**src/lcdt_pkg.sv**
```systemverilog
`timescale 1ns / 1ps

package lcdt_pkg;

	localparam logic [1:0] ACT_TICK  = 2'd0;
	localparam logic [1:0] ACT_WRITE = 2'd1;
	localparam logic [1:0] ACT_READ  = 2'd2;

	localparam logic [1:0] REG_CTRL = 2'd0;
	localparam logic [1:0] REG_STAT = 2'd1;
	localparam logic [1:0] REG_LY   = 2'd2;
	localparam logic [1:0] REG_LYC  = 2'd3;

	localparam logic [9:0] DOTS_PER_LINE = 10'd456;
	localparam logic [8:0] TRANSFER_END  = 9'd252;
	localparam logic [8:0] OAM_END       = 9'd80;
	localparam logic [8:0] LCD_ON_DOT    = 9'd4;
	localparam logic [7:0] VBLANK_LINE   = 8'd144;
	localparam logic [7:0] LAST_LINE     = 8'd153;
	localparam logic [7:0] CTRL_RESET    = 8'h91;
	localparam int         LCD_ON_BIT    = 7;

	localparam int QUEUE_DEPTH = 2;

	typedef enum logic [1:0] {
		OP_TICK,
		OP_WRITE,
		OP_READ,
		OP_NOP
	} op_t;

	typedef enum logic [1:0] {
		MODE_HBLANK = 2'd0,
		MODE_VBLANK = 2'd1,
		MODE_OAM    = 2'd2,
		MODE_XFER   = 2'd3
	} mode_t;

	typedef struct packed {
		op_t        op;
		logic [1:0] idx;
		logic [7:0] arg;
	} cmd_t;

	function automatic logic mode_irq(mode_t prev, mode_t nxt, logic [3:0] en);
		logic r;
		r = 1'b0;
		if (nxt != prev) begin
			unique case (nxt)
				MODE_HBLANK: r = en[0];
				MODE_VBLANK: r = en[1];
				MODE_OAM:    r = en[2];
				default:     r = 1'b0;
			endcase
		end
		return r;
	endfunction

endpackage

```
**src/lcd_mode_timing_and_stat_irq_top.sv**
```systemverilog
// LCD mode timing and STAT interrupt controller. Each input beat is a dot tick, a
// register write, a register read or a no-op (unused action), and gives exactly one
// result beat carrying the read byte, the interrupt requests raised by that beat, the
// mode, the line and the OAM lock. One beat is taken every clock cycle while the
// queue has room; its result goes through the queue, then the output register. The
// front part decodes beats into a two-entry queue, so input is taken while a result
// waits under stall; the rate is set by the back part, which applies one beat per
// cycle unless stalled (one dot add, one line-length compare and at most one line wrap).
`timescale 1ns / 1ps

module lcd_mode_timing_and_stat_irq_top
	import lcdt_pkg::*;
(
	input  logic       clk,
	input  logic       arst_n,
	input  logic       in_valid,
	output logic       in_stall,
	input  logic [1:0] action,
	input  logic [1:0] reg_index,
	input  logic [7:0] write_data,
	input  logic [7:0] tick_cycles,
	output logic       out_valid,
	input  logic       out_stall,
	output logic [7:0] read_data,
	output logic       vblank_irq,
	output logic       stat_irq,
	output logic [1:0] ppu_mode,
	output logic [7:0] current_line,
	output logic       oam_locked
);

	cmd_t dec_cmd;
	cmd_t head_cmd;
	logic push;
	logic pop;
	logic queue_full;
	logic queue_valid;

	lcdt_front u_front (
		.in_valid    (in_valid),
		.action      (action),
		.reg_index   (reg_index),
		.write_data  (write_data),
		.tick_cycles (tick_cycles),
		.queue_full  (queue_full),
		.in_stall    (in_stall),
		.push        (push),
		.cmd         (dec_cmd)
	);

	lcdt_fifo u_fifo (
		.clk       (clk),
		.arst_n    (arst_n),
		.push      (push),
		.push_cmd  (dec_cmd),
		.pop       (pop),
		.full      (queue_full),
		.not_empty (queue_valid),
		.head      (head_cmd)
	);

	lcdt_back u_back (
		.clk          (clk),
		.arst_n       (arst_n),
		.cmd_valid    (queue_valid),
		.cmd          (head_cmd),
		.pop          (pop),
		.out_valid    (out_valid),
		.out_stall    (out_stall),
		.read_data    (read_data),
		.vblank_irq   (vblank_irq),
		.stat_irq     (stat_irq),
		.ppu_mode     (ppu_mode),
		.current_line (current_line),
		.oam_locked   (oam_locked)
	);

endmodule

```
**src/lcdt_front.sv**
```systemverilog
`timescale 1ns / 1ps

module lcdt_front
	import lcdt_pkg::*;
(
	input  logic       in_valid,
	input  logic [1:0] action,
	input  logic [1:0] reg_index,
	input  logic [7:0] write_data,
	input  logic [7:0] tick_cycles,
	input  logic       queue_full,
	output logic       in_stall,
	output logic       push,
	output cmd_t       cmd
);

	assign in_stall = queue_full;
	assign push     = in_valid && !queue_full;

	always_comb begin
		cmd.idx = reg_index;
		unique case (action)
			ACT_TICK: begin
				cmd.op  = OP_TICK;
				cmd.arg = tick_cycles;
			end
			ACT_WRITE: begin
				cmd.op  = OP_WRITE;
				cmd.arg = write_data;
			end
			ACT_READ: begin
				cmd.op  = OP_READ;
				cmd.arg = write_data;
			end
			default: begin
				cmd.op  = OP_NOP;
				cmd.arg = write_data;
			end
		endcase
	end

endmodule

```
**src/lcdt_fifo.sv**
```systemverilog
`timescale 1ns / 1ps

module lcdt_fifo
	import lcdt_pkg::*;
(
	input  logic clk,
	input  logic arst_n,
	input  logic push,
	input  cmd_t push_cmd,
	input  logic pop,
	output logic full,
	output logic not_empty,
	output cmd_t head
);

	localparam int PTR_W = (QUEUE_DEPTH > 1) ? $clog2(QUEUE_DEPTH) : 1;
	localparam int CNT_W = $clog2(QUEUE_DEPTH + 1);
	localparam logic [CNT_W-1:0] FULL_COUNT = CNT_W'(QUEUE_DEPTH);
	localparam logic [PTR_W-1:0] LAST_PTR   = PTR_W'(QUEUE_DEPTH - 1);

	cmd_t             mem_q [QUEUE_DEPTH];
	logic [PTR_W-1:0] wr_ptr_q;
	logic [PTR_W-1:0] rd_ptr_q;
	logic [CNT_W-1:0] count_q;

	assign full      = (count_q == FULL_COUNT);
	assign not_empty = (count_q != '0);
	assign head      = mem_q[rd_ptr_q];

	always_ff @(posedge clk) begin
		if (push) begin
			mem_q[wr_ptr_q] <= push_cmd;
		end
	end

	always_ff @(posedge clk or negedge arst_n) begin
		if (!arst_n) begin
			wr_ptr_q <= '0;
			rd_ptr_q <= '0;
			count_q  <= '0;
		end else begin
			if (push) begin
				wr_ptr_q <= (wr_ptr_q == LAST_PTR) ? '0 : wr_ptr_q + 1'b1;
			end
			if (pop) begin
				rd_ptr_q <= (rd_ptr_q == LAST_PTR) ? '0 : rd_ptr_q + 1'b1;
			end
			if (push && !pop) begin
				count_q <= count_q + 1'b1;
			end else if (pop && !push) begin
				count_q <= count_q - 1'b1;
			end
		end
	end

endmodule

```
**src/lcdt_back.sv**
```systemverilog
`timescale 1ns / 1ps

module lcdt_back
	import lcdt_pkg::*;
(
	input  logic       clk,
	input  logic       arst_n,
	input  logic       cmd_valid,
	input  cmd_t       cmd,
	output logic       pop,
	output logic       out_valid,
	input  logic       out_stall,
	output logic [7:0] read_data,
	output logic       vblank_irq,
	output logic       stat_irq,
	output logic [1:0] ppu_mode,
	output logic [7:0] current_line,
	output logic       oam_locked
);

	logic [7:0] ctrl_q;
	logic [3:0] en_q;
	logic       flag_q;
	mode_t      mode_q;
	logic [7:0] line_q;
	logic [7:0] cmp_q;
	logic [8:0] dot_q;
	logic       out_valid_q;

	logic [7:0] n_ctrl;
	logic [3:0] n_en;
	logic       n_flag;
	mode_t      n_mode;
	logic [7:0] n_line;
	logic [7:0] n_cmp;
	logic [8:0] n_dot;
	logic [7:0] n_rd;
	logic       n_vb;
	logic       n_stat;

	assign pop       = cmd_valid && (!out_valid_q || !out_stall);
	assign out_valid = out_valid_q;

	always_comb begin
		logic [9:0] sum;
		logic [9:0] dw;
		logic [7:0] line_inc;
		mode_t      mode_a;
		logic       match;

		n_ctrl   = ctrl_q;
		n_en     = en_q;
		n_flag   = flag_q;
		n_mode   = mode_q;
		n_line   = line_q;
		n_cmp    = cmp_q;
		n_dot    = dot_q;
		n_rd     = '0;
		n_vb     = 1'b0;
		n_stat   = 1'b0;
		sum      = {1'b0, dot_q} + {2'b00, cmd.arg};
		dw       = sum;
		line_inc = line_q + 8'd1;
		mode_a   = mode_q;
		match    = 1'b0;

		case (cmd.op)
			OP_TICK: begin
				if (ctrl_q[LCD_ON_BIT]) begin
					if (sum >= DOTS_PER_LINE) begin
						dw = sum - DOTS_PER_LINE;
						if (line_inc == VBLANK_LINE) begin
							n_line = line_inc;
							mode_a = MODE_VBLANK;
							n_vb   = 1'b1;
						end else if (line_inc > LAST_LINE) begin
							n_line = '0;
							mode_a = MODE_OAM;
						end else begin
							n_line = line_inc;
						end
						match  = (n_line == cmp_q);
						n_flag = match;
						n_stat = mode_irq(mode_q, mode_a, en_q) ||
							(match && !flag_q && en_q[3]);
					end
					n_dot = dw[8:0];
					if (n_line >= VBLANK_LINE) begin
						n_mode = MODE_VBLANK;
					end else if (n_dot < OAM_END) begin
						n_mode = MODE_OAM;
					end else if (n_dot < TRANSFER_END) begin
						n_mode = MODE_XFER;
					end else begin
						n_mode = MODE_HBLANK;
					end
					n_stat = n_stat || mode_irq(mode_a, n_mode, en_q);
				end
			end
			OP_WRITE: begin
				unique case (cmd.idx)
					REG_CTRL: begin
						n_ctrl = cmd.arg;
						if (!cmd.arg[LCD_ON_BIT]) begin
							n_dot  = '0;
							n_line = '0;
							n_mode = MODE_HBLANK;
						end else if (!ctrl_q[LCD_ON_BIT]) begin
							n_dot  = LCD_ON_DOT;
							n_line = '0;
							n_mode = MODE_OAM;
						end
					end
					REG_STAT: n_en = cmd.arg[6:3];
					REG_LY: begin
						n_line = '0;
						n_dot  = '0;
					end
					default: n_cmp = cmd.arg;
				endcase
				match  = (n_line == n_cmp);
				n_flag = match;
				n_stat = mode_irq(mode_q, n_mode, en_q) || (match && !flag_q && n_en[3]);
			end
			OP_READ: begin
				unique case (cmd.idx)
					REG_CTRL: n_rd = ctrl_q;
					REG_STAT: n_rd = {1'b1, en_q, flag_q, mode_q};
					REG_LY:   n_rd = line_q;
					default:  n_rd = cmp_q;
				endcase
			end
			default: begin
				n_rd = '0;
			end
		endcase
	end

	always_ff @(posedge clk or negedge arst_n) begin
		if (!arst_n) begin
			ctrl_q      <= CTRL_RESET;
			en_q        <= '0;
			flag_q      <= 1'b1;
			mode_q      <= MODE_OAM;
			line_q      <= '0;
			cmp_q       <= '0;
			dot_q       <= '0;
			out_valid_q <= 1'b0;
		end else begin
			if (pop) begin
				ctrl_q <= n_ctrl;
				en_q   <= n_en;
				flag_q <= n_flag;
				mode_q <= n_mode;
				line_q <= n_line;
				cmp_q  <= n_cmp;
				dot_q  <= n_dot;
			end
			if (pop) begin
				out_valid_q <= 1'b1;
			end else if (!out_stall) begin
				out_valid_q <= 1'b0;
			end
		end
	end

	always_ff @(posedge clk) begin
		if (pop) begin
			read_data    <= n_rd;
			vblank_irq   <= n_vb;
			stat_irq     <= n_stat;
			ppu_mode     <= n_mode;
			current_line <= n_line;
			oam_locked   <= n_ctrl[LCD_ON_BIT] && (n_line < VBLANK_LINE) && (n_dot < OAM_END);
		end
	end

endmodule

```
**config.mk**
```make
export PLATFORM = sky130hd
export DESIGN_NAME = lcd_mode_timing_and_stat_irq_top
export DESIGN_NICKNAME = d
export VERILOG_FILES = /design/src/lcdt_pkg.sv /design/src/lcd_mode_timing_and_stat_irq_top.sv /design/src/lcdt_front.sv /design/src/lcdt_fifo.sv /design/src/lcdt_back.sv
export SDC_FILE = /design/constraint.sdc
export NUM_CORES = 1
export LEC_CHECK = 0
export BUFFER_PORTS_ARGS = -buffer_cell sky130_fd_sc_hd__buf_2
export CORE_UTILIZATION = 45
export CTS_CLUSTER_SIZE = 24
export DETAILED_ROUTE_END_ITERATION = 12
export PLACE_DENSITY = 0.74
export SYNTH_ARGS = -nofsm -noshare
export SYNTH_HDL_FRONTEND = slang
export SYNTH_SLANG_ARGS = --single-unit
```
**constraint.sdc**
```tcl
create_clock -name clk -period 9.75 [get_ports clk]
set_input_delay 0.975 -clock clk [delete_from_list [all_inputs] [get_ports clk]]
set_output_delay 0.975 -clock clk [all_outputs]
set_load 0.05 [all_outputs]
```
==> After elaboration in Yosys (flattened, before gate mapping) <==
Memories as Yosys holds them, arrays and structs flattened.
Cells that the tools add are included.
{ "classes": {"reduce_logical": 35, "n_lt_le_gt_ge": 7, "multipliers": 0, "n_mux": 79, "bitwise": 0, "n_div": 0, "shifts": 0, "add_sub_neg": 7, "eq_ne": 23} }
{ "op_table": {"columns": ["cell", "count"], "rows": [
  ["$mux W8", 17],
  ["$mux W9", 6],
  ["$mux W2", 20],
  ["$pmux W9 S2", 2],
  ["$pmux W8 S2", 2],
  ["$pmux W8 S3", 1],
  ["$mux W1", 22],
  ["$lt A9 B7 Y1 const B", 2],
  ["$eq A8 B8 Y1", 2],
  ["$eq A2 B2 Y1 const B", 7],
  ["$eq A2 B1 Y1 const B", 6],
  ["$logic_not A2 Y1", 6],
  ["$add A9 B8 Y10", 1],
  ["$ge A10 B9 Y1 const B", 1],
  ["$logic_and A1 B1 Y1", 10],
  ["$lt A9 B8 Y1 const B", 1],
  ["$pmux W1 S3", 3],
  ["$reduce_and A3 Y1", 3],
  ["$sub A9 B9 Y9 const B", 1],
  ["$add A8 B1 Y8 const B", 1],
  ["$eq A8 B8 Y1 const B", 1],
  ["$ge A8 B8 Y1 const B", 1],
  ["$gt A8 B8 Y1 const B", 1],
  ["$lt A8 B8 Y1 const B", 1],
  ["other kinds (15)", 33]
]} }
{ "word_totals": {"ff_bits": 66, "rom_bits": 0, "mem_count": 1, "in_bits": 24, "out_inout_bits": 23, "latchBits": 0, "elab_cells": 171, "ramBits": 24} }
{ "memory_table": {"columns": ["memory", "words", "width", "read_ports", "rd_clocked_by_memory_dff", "wr", "line_no", "rtl"], "rows": [
  ["u_fifo.mem_q", 2, 12, 1, 0, 1, "lcdt_fifo.sv:21", "cmd_t mem_q [QUEUE_DEPTH];"]
]} }

==> Depth between registers and ports, before layout <==
{ "logic_depth": {"depth_word": 22, "ltp_mapped": 18, "depth_no_buf": 14} }

==> Hierarchy <==
A second synthesis with hierarchy kept.
{ "hier_totals": {"hier_cells": 549, "hier_area_um2": 5899.4} }
{ "modules_own_cells": {"columns": ["module", "cells_per_inst", "area_each_um2", "seq_area_each_um2", "n_inst"], "rows": [
  ["lcdt_back", 481, 4672.0, 1662.8, 1],
  ["lcdt_fifo", 53, 1089.8, 820.8, 1],
  ["lcdt_front", 15, 137.6, 0.0, 1]
]} }

==> Worst setup path before layout <==
No wires, ideal clock.
{ "synth_timing": {"path_kind": "reg2reg", "startpoint": "register u_fifo.rd_ptr_q", "endpoint": "register u_back.stat_irq (data pin)", "setup_ns": 0.259, "n_path_buf": 4, "slack_ns": 5.337, "required_ns": 9.491, "synth_period_minus_slack_ns": 4.413, "stages_incl_launch_ff": 18, "arrival_time_ns": 4.154, "path_cell_list": "dfrtp_1 buf_2 buf_2 buf_2 mux2_2 ha_1 fa_1 a211oi_1 nor3b_2 mux2i_1 a2111o_1 a41oi_4 buf_6 nor2_1 a31oi_1 a21bo_1 o22ai_1 a211o_1"} }
{ "synth_lines": {"columns": ["item", "line_no", "rtl"], "rows": [
  ["start: declaration", "lcdt_fifo.sv:23", "logic [PTR_W-1:0] rd_ptr_q;"],
  ["start signal: assignment", "lcdt_fifo.sv:46", "rd_ptr_q <= (rd_ptr_q == LAST_PTR) ? '0 : rd_ptr_q + 1'b1;"],
  ["end signal: assignment", "lcdt_back.sv:171", "stat_irq <= n_stat;"],
  ["end: declaration", "lcdt_back.sv:15", "output logic stat_irq,"]
]} }

==> flow_summary_export.csv <==
group,metric,value,unit
yosys,synth-seq-cells,90,
sta,setup_ws,4.750,ns
clocking,cts_root_buf,"clkbuf_16",
die,fp-row-count,40,
layout,multi_input_area,0.003018,sq mm
yosys,netlist_area,0.005727,sq mm
route,vias,4601,
die,dieArea,0.01318,sq mm
clocking,cts_tree,"yes",
sta,skew,0.007945,ns
global_route,track_usage,22.46,%
route,wirelength,13.85,mm
sta,hold_viol,0,
placed_design,dp.cells,755,
sta,min_period,5.000,ns
pwr,finalPower,2260,uW
yosys,yosys_warnings,0,
sta,rsz0062_at_grt,"no",
clocking,clk_pin_slew_worst_paths,0.07,ns
yosys,avgSynthCellArea,10.08,sq um
route,drtPass1Iterations,5,
placed_design,dp_worst_setup_slack,4.797,ns
yosys,synthArstFlopShare,50.00,%
sta,slew_headroom,28.52,%
sta,slew_violations,0,
route,drt.antenna.violating_nets,0,
critical_path,required,9.90,ns
critical_path,end_kind,"flip-flop",
yosys,synth-edff-count,45,
clocking,h-tree-depth,3,
yosys,syn-num-nets,606,
yosys,synth.most_common_cell,"nand2_1",
yosys,synth_common_cells,"nand2_1, nor2_1, edfxtp_1, a21oi_1, dfrtp_1",
yosys,synth_top_area_share,23.60,%
critical_path,critPathKind,"reg -> reg",
layout,final_nets,636,
yosys,ys_top_cells_by_area,"edfxtp_1, dfrtp_1, mux2_2",
yosys,synthCells,568,
layout,syn_to_final_growth,10.82,%
flow_run,maxCapViolCount,0,
sta,finalSetupViolCount,0,
layout,drive_gt1_share,20.56,%
critical_path,critPathMaxFanout,26,
clocking,cts_hold_buf,0,
global_route,grt_pass1_wl,22.51,mm
yosys,yosysUniqueCellTypes,77,
layout,diodes,0,
pwr,power_leakage,0.002539,uW
min_path,hold_class,"reg -> reg",
pwr,cellPowerDensity,356.1,mW/mm^2
sta,fin_setup_tns,0,ns
die,initial_core_util,46.90,%
clocking,cts_sinks,90,
min_path,worstHoldEndpoint,"u_back.ctrl_q[5]",
placed_design,globalplace.congestion,0.8938,
route,wl_per_cell,17.96,um
die,die_x,114.8,um
critical_path,worstPathArrival,5.15,ns
route,drt_iter0_drc,327,
critical_path,r2r-start,"u_fifo.rd_ptr_q",
global_route,grt_max_degree,46,
min_path,hold_depth,2,
die,die_h,114.8,um
placed_design,place_area,0.006043,sq mm
placed_design,dp_hpwl,10.14,mm
route,drcViolationCount,0,
status,status,"finished clean",
yosys,yosysTopAreaCell,"edfxtp_1",
critical_path,r2r_cells,13,
critical_path,reg2reg_slack,4.75,ns
placed_design,port_buffers,46,
die,boundaryPins,47,
sta,tightestPinTransition,1.072,ns
layout,design_area,0.006346,sq mm
sta,fmax,0.2000,GHz
clocking,cts_buffers,9,
clocking,cts-resized-gates,0,
critical_path,reg2reg_to,"u_back.oam_locked",
global_route,first_global_vias,4411,
sta,final_min_period_over_clock_period,51.28,%
global_route,overflow,0,
clocking,clk_latency,0.35,ns
clocking,cts_setup_buffers,0,
route,vias_per_cell,5.968,
layout,seqCellArea,0.002484,sq mm
die,fp.coreArea,0.01221,sq mm
yosys,synthFlopType,"edfxtp_1",
pwr,ir_worst_vdd,0.0001268,V
layout,fin_cells,771,
global_route,antenna_found_initial,0,
critical_path,critPathLaunchType,"flip-flop",
yosys,yosysSeqAreaShare,43.37,%
layout,n_fill_cell,1118,
min_path,hp-start,"u_back.ctrl_q[5]",
clocking,cts_buffer_depth,2,
## worst max-delay path: stages (launching register included)
cell and delay, ns:
dfrtp_1 1.02, mux2_2 0.43, ha_1 0.23, fa_1 0.43, a211oi_1 0.38, nor3b_2 0.11, mux2i_1 0.14, a2111o_1 0.48
a41oi_4 0.54, or2b_1 0.20, nor2_1 0.07, a22oi_1 0.26, nand3b_1 0.15, a2111oi_2 0.37
## cell type report
| class | count | share of cell area (%) |
|---|---|---|
| multi-input combinational | 427 | 47.56 |
| sequential | 90 | 39.14 |
| timing repair buffer | 49 | 3.983 |
| clock buffer | 10 | 3.608 |
| tap | 168 | 3.312 |
| inverter | 21 | 1.242 |
| clock inverter | 6 | 1.163 |
## report_power, final
group	internal, uW	switching (uW)	total [uW]
Sequential	567	158	725
Clock	202	155	358
Combinational	447	730	1180
## per-layer routing
| layer | vias to the layer above | routed length [um] | track usage (%) |
|---|---|---|---|
| li1 | 2162 | - | - |
| met1 | 2212 | 5806 | 28.26 |
| met2 | 192 | 6840 | 38.46 |
| met3 | 35 | 854 | 4.217 |
| met4 | 0 | 350 | 8.658 |
| met5 | - | 0 | 0 |
## cells in the final DEF (no fill, tap or decap), types with 7 or more instances in the layout
master	Yosys	final
a211oi_1	9	9
a21oi_1	40	40
a31oi_1	7	7
and3_1	7	7
buf_2	9	46
clkbuf_16	0	9
dfrtp_1	40	40
edfxtp_1	45	45
ha_1	13	13
inv_1	18	18
mux2_2	30	30
mux2i_1	17	17
mux4_2	7	7
nand2_1	54	54
nand2b_1	7	7
nand3_1	10	10
nand4_1	7	7
nor2_1	47	47
nor2b_1	10	10
nor3_1	10	10
o21ai_0	39	38
xnor2_1	19	19
## cell families after synthesis
group,after synthesis,synth area share (%)
buffers and inverters,51,3.933
multiplexers,56,12.28
AND/OR/NAND/NOR,183,15.99
AO/OA/AOI/OAI,148,17.13
flip-flops,90,43.37
XOR/XNOR,26,4.108
adder cells (fa/ha/maj),14,3.190
## how the worst max path moves through the flow
stage,from,endpoint
final,u_fifo.rd_ptr_q,u_back.oam_locked
after global routing,u_fifo.rd_ptr_q,u_back.oam_locked
after CTS,u_fifo.rd_ptr_q,u_back.oam_locked
after detailed placement,u_fifo.rd_ptr_q,u_back.oam_locked
after global placement,u_fifo.rd_ptr_q,u_back.oam_locked
after floorplan,u_fifo.rd_ptr_q,u_back.stat_irq
## through the flow
stage          utilization, %  hold slack [ns]
2_1_floorplan               -           0.4446
3_3_place_gp            49.49           0.4615
6_report                51.97           0.4879
5_1_grt                 51.97           0.5122
4_1_cts                 51.97           0.4864
3_5_place_dp            49.49           0.4717
## registers in the layout (all words and copies together) (netlist names)
register,flops
u_back.dot_q,9
u_fifo.wr_ptr_q,1
u_fifo.rd_ptr_q,1
u_back.en_q,4
u_back.read_data,8
u_back.stat_irq,1
u_back.current_line,8
u_back.vblank_irq,1
u_fifo.mem_q,24
u_back.cmp_q,8
u_back.line_q,8
u_back.out_valid,1
u_fifo.count_q,2
u_back.flag_q,1
u_back.ctrl_q,8
u_back.oam_locked,1
u_back.ppu_mode,2
u_back.mode_q,2
No activity file was read; power rests on OpenSTA's default activity.
